==> config.mk <==
export PLATFORM = sky130hd
export DESIGN_NAME = tlg_ctrl
export DESIGN_NICKNAME = d
export VERILOG_FILES = /design/src/hw/rtl/tlg_pkg.sv /design/src/hw/rtl/tlg_ctrl.sv
export SDC_FILE = /design/constraint.sdc
export NUM_CORES = 1
export LEC_CHECK = 0
export CELL_PAD_IN_SITES_DETAIL_PLACEMENT = 1
export CELL_PAD_IN_SITES_GLOBAL_PLACEMENT = 2
export CORE_ASPECT_RATIO = 0.9
export CORE_MARGIN = 4
export CORE_UTILIZATION = 40
export CTS_BUF_LIST = sky130_fd_sc_hd__clkbuf_4 sky130_fd_sc_hd__clkbuf_8
export DETAILED_ROUTE_END_ITERATION = 12
export DONT_BUFFER_PORTS = 1
export GPL_ROUTABILITY_DRIVEN = 0
export GPL_TIMING_DRIVEN = 0
export PLACE_DENSITY = 0.93
export SLEW_MARGIN = 30
export SYNTH_ARGS = -nofsm -noshare
export SYNTH_HDL_FRONTEND = slang
export SYNTH_SLANG_ARGS = --single-unit
export TNS_END_PERCENT = 20
==> constraint.sdc <==
create_clock -name i_clk -period 5.25 [get_ports i_clk]
set_input_delay 1.05 -clock i_clk [delete_from_list [all_inputs] [get_ports i_clk]]
set_output_delay 1.05 -clock i_clk [all_outputs]
set_load 0.01 [all_outputs]
==> src/hw/rtl/tlg_pkg.sv <==
// ----------------------------------------------------------------------------
// Life generation unit package
// Field widths, item modes, rule counts and the controller command bundle.
// ----------------------------------------------------------------------------
package tlg_pkg;

    localparam int MODE_W = 2;
    localparam int POS_W  = 6;
    localparam int SIZE_W = 7;

    localparam logic [MODE_W-1:0] MODE_WRITE = 2'd0;
    localparam logic [MODE_W-1:0] MODE_STEP  = 2'd1;
    localparam logic [MODE_W-1:0] MODE_READ  = 2'd2;

    localparam logic [SIZE_W-1:0] GRID_SIDE_RESET = 7'd64;

    // B3/S23: birth on three neighbors, survival on two or three.
    localparam logic [3:0] BIRTH_COUNT   = 4'd3;
    localparam logic [3:0] SURVIVE_COUNT = 4'd2;

    typedef struct packed {
        logic capture;        // take the input beat into the item registers
        logic cell_rd;        // read the row of the addressed cell
        logic cell_update;    // modify or sample the row read last cycle
        logic gen_rd;         // generation: read the next board row
        logic gen_shift;      // generation: advance the three-row window
        logic gen_first_src;  // generation: feed the saved first row into the window
        logic gen_cap_first;  // generation: save the original first row
        logic gen_wr;         // generation: write back one new row
        logic load_result;    // move the finished result into the output register
    } t_dp_cmd;

endpackage

==> src/hw/rtl/tlg_ctrl.sv <==
// ----------------------------------------------------------------------------
// Life generation controller
// Item sequencer: decode, cell access, row walk of a generation and the
// hand-off to the output register.
// ----------------------------------------------------------------------------
module tlg_ctrl #(
    parameter int MAX_SIDE = 64,
    localparam int SW = $clog2(MAX_SIDE + 1),
    localparam int CW = $clog2(MAX_SIDE + 4)
) (
    input  logic                       i_clk,
    input  logic                       i_rst_n,
    input  logic                       i_in_valid,
    output logic                       o_in_ready,
    output logic                       o_out_valid,
    input  logic                       i_out_ready,
    input  logic [tlg_pkg::MODE_W-1:0] i_mode,
    input  logic [SW-1:0]              i_side,
    output tlg_pkg::t_dp_cmd           o_cmd,
    output logic [CW-1:0]              o_cnt
);
    import tlg_pkg::*;

    // Walk positions: first row is saved as it enters the window, and row
    // writes start once the window holds rows side-1, 0 and 1.
    localparam logic [CW-1:0] CAP_FIRST_AT = CW'(2);
    localparam logic [CW-1:0] WRITE_FROM   = CW'(4);

    typedef enum logic [4:0] {
        S_IDLE   = 5'b00001,
        S_DECODE = 5'b00010,
        S_CELL   = 5'b00100,
        S_GEN    = 5'b01000,
        S_DONE   = 5'b10000
    } t_state;

    t_state        r_state, n_state;
    logic [CW-1:0] r_cnt, n_cnt;
    logic          r_out_valid, n_out_valid;
    logic [CW-1:0] side_ext;

    assign side_ext = CW'(i_side);

    always_comb begin
        n_state    = r_state;
        n_cnt      = r_cnt;
        o_cmd      = '0;
        o_in_ready = 1'b0;
        case (r_state)
            S_IDLE: begin
                o_in_ready = 1'b1;
                if (i_in_valid) begin
                    o_cmd.capture = 1'b1;
                    n_state       = S_DECODE;
                end
            end
            S_DECODE: begin
                n_cnt = '0;
                if (i_mode == MODE_WRITE || i_mode == MODE_READ) begin
                    o_cmd.cell_rd = 1'b1;
                    n_state       = S_CELL;
                end else if (i_mode == MODE_STEP) begin
                    n_state = S_GEN;
                end else begin
                    n_state = S_DONE;
                end
            end
            S_CELL: begin
                o_cmd.cell_update = 1'b1;
                n_state           = S_DONE;
            end
            S_GEN: begin
                o_cmd.gen_rd        = (r_cnt <= side_ext);
                o_cmd.gen_shift     = (r_cnt != '0);
                o_cmd.gen_first_src = (r_cnt == side_ext + CW'(2));
                o_cmd.gen_cap_first = (r_cnt == CAP_FIRST_AT);
                o_cmd.gen_wr        = (r_cnt >= WRITE_FROM);
                if (r_cnt == side_ext + CW'(3)) begin
                    n_state = S_DONE;
                end else begin
                    n_cnt = r_cnt + CW'(1);
                end
            end
            S_DONE: begin
                if (!r_out_valid || i_out_ready) begin
                    o_cmd.load_result = 1'b1;
                    n_state           = S_IDLE;
                end
            end
            default: begin
                n_state = S_IDLE;
            end
        endcase
    end

    always_comb begin
        if (o_cmd.load_result) begin
            n_out_valid = 1'b1;
        end else if (i_out_ready) begin
            n_out_valid = 1'b0;
        end else begin
            n_out_valid = r_out_valid;
        end
    end

    always_ff @(posedge i_clk) begin
        if (!i_rst_n) begin
            r_state     <= S_IDLE;
            r_cnt       <= '0;
            r_out_valid <= 1'b0;
        end else begin
            r_state     <= n_state;
            r_cnt       <= n_cnt;
            r_out_valid <= n_out_valid;
        end
    end

    assign o_out_valid = r_out_valid;
    assign o_cnt       = r_cnt;

endmodule

# After elaboration in Yosys (flattened, before gate mapping)
# Index checks and enable logic that the tools add are counted.
# classes
n_addsub	3
n_reduce_logical	9
muxes	19
n_eq_ne	14
order_cmp	2
# op_table
op	n
$mux 5	6
$pmux 5 s5	1
$add 7x2->7 const B	2
$eq 7x7->1	2
$pmux 7 s2	1
$mux 1	10
$ne 2x2->1 const B	4
$add 7x1->7 const B	1
$eq 7x2->1 const B	1
$ge 7x3->1 const B	1
$le 7x7->1	1
$mux 7	1
$reduce_bool 7->1	1
$eq 5x1->1 const B	1
$eq 5x2->1 const B	1
$eq 5x3->1 const B	1
$eq 5x4->1 const B	1
$eq 5x5->1 const B	1
$reduce_bool 2->1	2
$reduce_and 3->1	1
$eq 2x1->1 const B	1
$eq 2x2->1 const B	1
$logic_not 2->1	1
$logic_or 1x1->1	2
2 further kinds	2
# word_totals
out_inout_bits	18
elab_cells	50
input_bits	13
register_bits	13

# Depth between registers and ports, before layout
# depth
word_depth	5
mapped_depth	8
mapped_depth_nobuf	8

# Least setup slack after synthesis
# No wires, ideal clock.
# synth_path
kind	input to output
startpoint	input port i_side[1]
endpoint	output port o_cmd[5] (netlist name)
stages	8
t_required_ns	4.200
arrival_ns	2.173
slack_ns	2.027
path_cell_list	inv_1 -> ha_1 -> nor2b_1 -> o21ai_0 -> nand2b_1 -> a21oi_1 -> o21ai_0 -> a31oi_1
# synth_lines
item	line	rtl
start: declaration	tlg_ctrl.sv:18	input logic [SW-1:0] i_side,
end: declaration	tlg_ctrl.sv:19	output tlg_pkg::t_dp_cmd o_cmd,

==> results.sh <==
export IMPL_first_pass_iters=4
export IMPL_synth_top_area_frac=0.204
export IMPL_n_antenna_cell=0
export IMPL_slowest_delay_ps=620
export IMPL_ir_drop_uv=142
export IMPL_clk_insertion_delay_late_ps=280
export IMPL_row_count=19
export IMPL_cp_max_fo=10
export IMPL_cts_tree="built"
export IMPL_wl_per_cell_microns=16.8
export IMPL_drv_cap=0
export IMPL_yosysSeqAreaShare=0.204
export IMPL_rr_startpoint="o_cnt[3]"
export IMPL_syn_inst=166
export IMPL_routed_top_layer="met4"
export IMPL_yosysWarnings=0
export IMPL_cts_max_level=1
export IMPL_ys_top_cells_by_area="dfxtp_1 20%, ha_1 13%, a21oi_1 4.7%, xnor2_1 4.1%, nand2_1 3.8%"
export IMPL_cp_slowest_cell="nor4_1"
export IMPL_post_cts_buffers=0
export IMPL_cp_cell_sequence="buf_6, or3_4, nor3b_2, nand4b_1, nor4_1"
export IMPL_timing_fmax_mhz=281
export IMPL_wl_met3_microns=175
export IMPL_grt_pass1_wl_mm=5.78
export IMPL_arrival_ps=2510
export IMPL_end_kind="primary output"
export IMPL_layout_drive_gt1_share=0.0941
export IMPL_r2r_end="o_cnt[2]"
export IMPL_area_growth_pct=6.47
export IMPL_hold_class="reg -> reg"
export IMPL_drt_iter0_markers=69
export IMPL_fin_skew_ps=1.20
export IMPL_multiInputGateArea_sq_um=941
export IMPL_slew_headroom=0.579
export IMPL_top_level_ports=31
export IMPL_crit_path_start_kind="register"
export IMPL_met1_length_mm=1.59
export IMPL_core_area_sq_um=3070
export IMPL_power_uw=220
export IMPL_track_usage=0.185
export IMPL_required_ps=4200
export IMPL_synthArstFlopShare=0
export IMPL_yosysTopAreaCell="dfxtp_1"
export IMPL_hold_buffers=0
export IMPL_power_leakage_uw=0.000541
export IMPL_root_buffer="clkbuf_4"
export IMPL_holdPathEnd="o_out_valid"
export IMPL_dieWidth_microns=67.5
export IMPL_cts_resized_gates=0
export IMPL_start_util=0.416
export IMPL_synth_edf_count=0
export IMPL_antenna_found_initial=0
export IMPL_viasPerCell=5.90
export IMPL_ant_nets=0
export IMPL_slew_violations=0
export IMPL_whs_ps=573
export IMPL_cts_inserted_buffers=3
export IMPL_yosys_register_bits=13
export IMPL_grt_max_degree=11
export IMPL_fillCellCount=389
export IMPL_critPathKind="reg -> out"
export IMPL_place_ws_ps=1850
export IMPL_io_buffers=0
export IMPL_seq_area_sq_um=260
export IMPL_synthFlopType="dfxtp_1"
export IMPL_fin_crit_ps=3560
export IMPL_min_path_cells=2
export IMPL_status="complete, no violations"
export IMPL_dp_hpwl_mm=2.91
export IMPL_setup_viol=0
export IMPL_tightest_slew_ps=625
export IMPL_wl_mm=3.55
export IMPL_finalNetCount=197
export IMPL_r2r_setup_slack_ps=3130
export IMPL_rsz0062_at_grt="no"
export IMPL_synth_nets=192
export IMPL_num_vias=1250
export IMPL_layout_common_cells="13 x nand2_1, 13 x ha_1, 13 x dfxtp_1"
export IMPL_clock_sinks=13
export IMPL_clk_pin_slew_worst_paths_ps=80
export IMPL_die_h_microns=61.6
export IMPL_clockBufferDepth=2
export IMPL_grt_pass1_vias=1240
export IMPL_hold_viol=0
export IMPL_netlist_area_sq_um=1280
export IMPL_min_from="o_out_valid"
export IMPL_ys_types=47
export IMPL_final_setup_worst_slack_ps=1690
export IMPL_avgSynthCellArea_sq_um=7.69
export IMPL_drcViolationCount=0
export IMPL_final_setup_tns_ps=0
export IMPL_dr_wl_met2_mm=1.74
export IMPL_post_route_period_util=0.677
export IMPL_ff2ff_path_depth=6
export IMPL_powerDensity_nw_per_um2=162
export IMPL_overflow=0
export IMPL_utilization=0.443
export IMPL_dieArea_sq_um=4160
power by group:
part,internal (uW),switching [uW]
Combinational,20.0,27.8
Clock,34.7,34.7
Sequential,100,2.23
Total,155,64.8
kinds of logic after synthesis:
group                    after synthesis  share of synthesized area
multiplexers                           2                     0.0167
adder cells (fa/ha/maj)               13                      0.127
AO/OA/AOI/OAI                         36                      0.188
XOR/XNOR                              11                     0.0755
buffers and inverters                 17                     0.0588
AND/OR/NAND/NOR                       74                      0.329
flip-flops                            13                      0.204
area by class of cell:
class	count	share of cell area
flip-flops and latches	13	0.192
plain buffers	5	0.0221
well taps	42	0.0387
clock buffers	4	0.0221
inverters	12	0.0331
multi-input cells	136	0.692
critical path, delay by kind of cell (launching register included):
family / cells / cell delay (ps)
and+or+nand+nor: 4 / 1750
buffers and inverters: 1 / 140
DFF: 1 / 330
Yosys cell counts (all sizes together) (2+ instances only):
library cell	count
nand4b	2
o21ai	5
nand2	13
and3	4
nor2b	5
o22ai	2
ha	13
dfxtp	13
buf	2
nand4	3
a21oi	12
inv	12
a211oi	2
or3	3
or4	2
nor3	4
nor2	11
nor4	2
clkbuf	3
a31oi	3
nand3	9
or3b	2
a31o	3
xor2	5
xnor2	6
nand2b	5
and2	3
sequential cells by signal, summed over array words and instances (netlist names):
| register | cells |
|---|---|
| o_cnt | 7 |
| o_out_valid | 1 |
| r_state | 5 |
metrics by stage:
step | std cells | cell area, sq um
final | 212 | 1360
after detailed placement | 208 | 1330
after global routing | 212 | 1360
after CTS | 212 | 1360
after global placement | 208 | 1330
after floorplan | 166 | 1280
layer usage:
layer  vias to the layer above  GRT usage
met4                         0     0.0462
met2                        27      0.315
li1                        614          -
met5                         -          0
met3                         6     0.0584
met1                       603      0.226
how the worst max path moves through the flow:
stage               start  endpoint  cells past startpoint
2_1_floorplan   i_side[1]  o_cmd[5]                      8
3_3_place_gp    i_side[1]  o_cmd[5]                      8
3_5_place_dp    i_side[1]  o_cmd[3]                      5
4_1_cts        r_state[1]  o_cmd[3]                      5
5_1_grt        r_state[1]  o_cmd[3]                      5
6_report       r_state[1]  o_cmd[3]                      5
(Power assumes the default switching activity.)
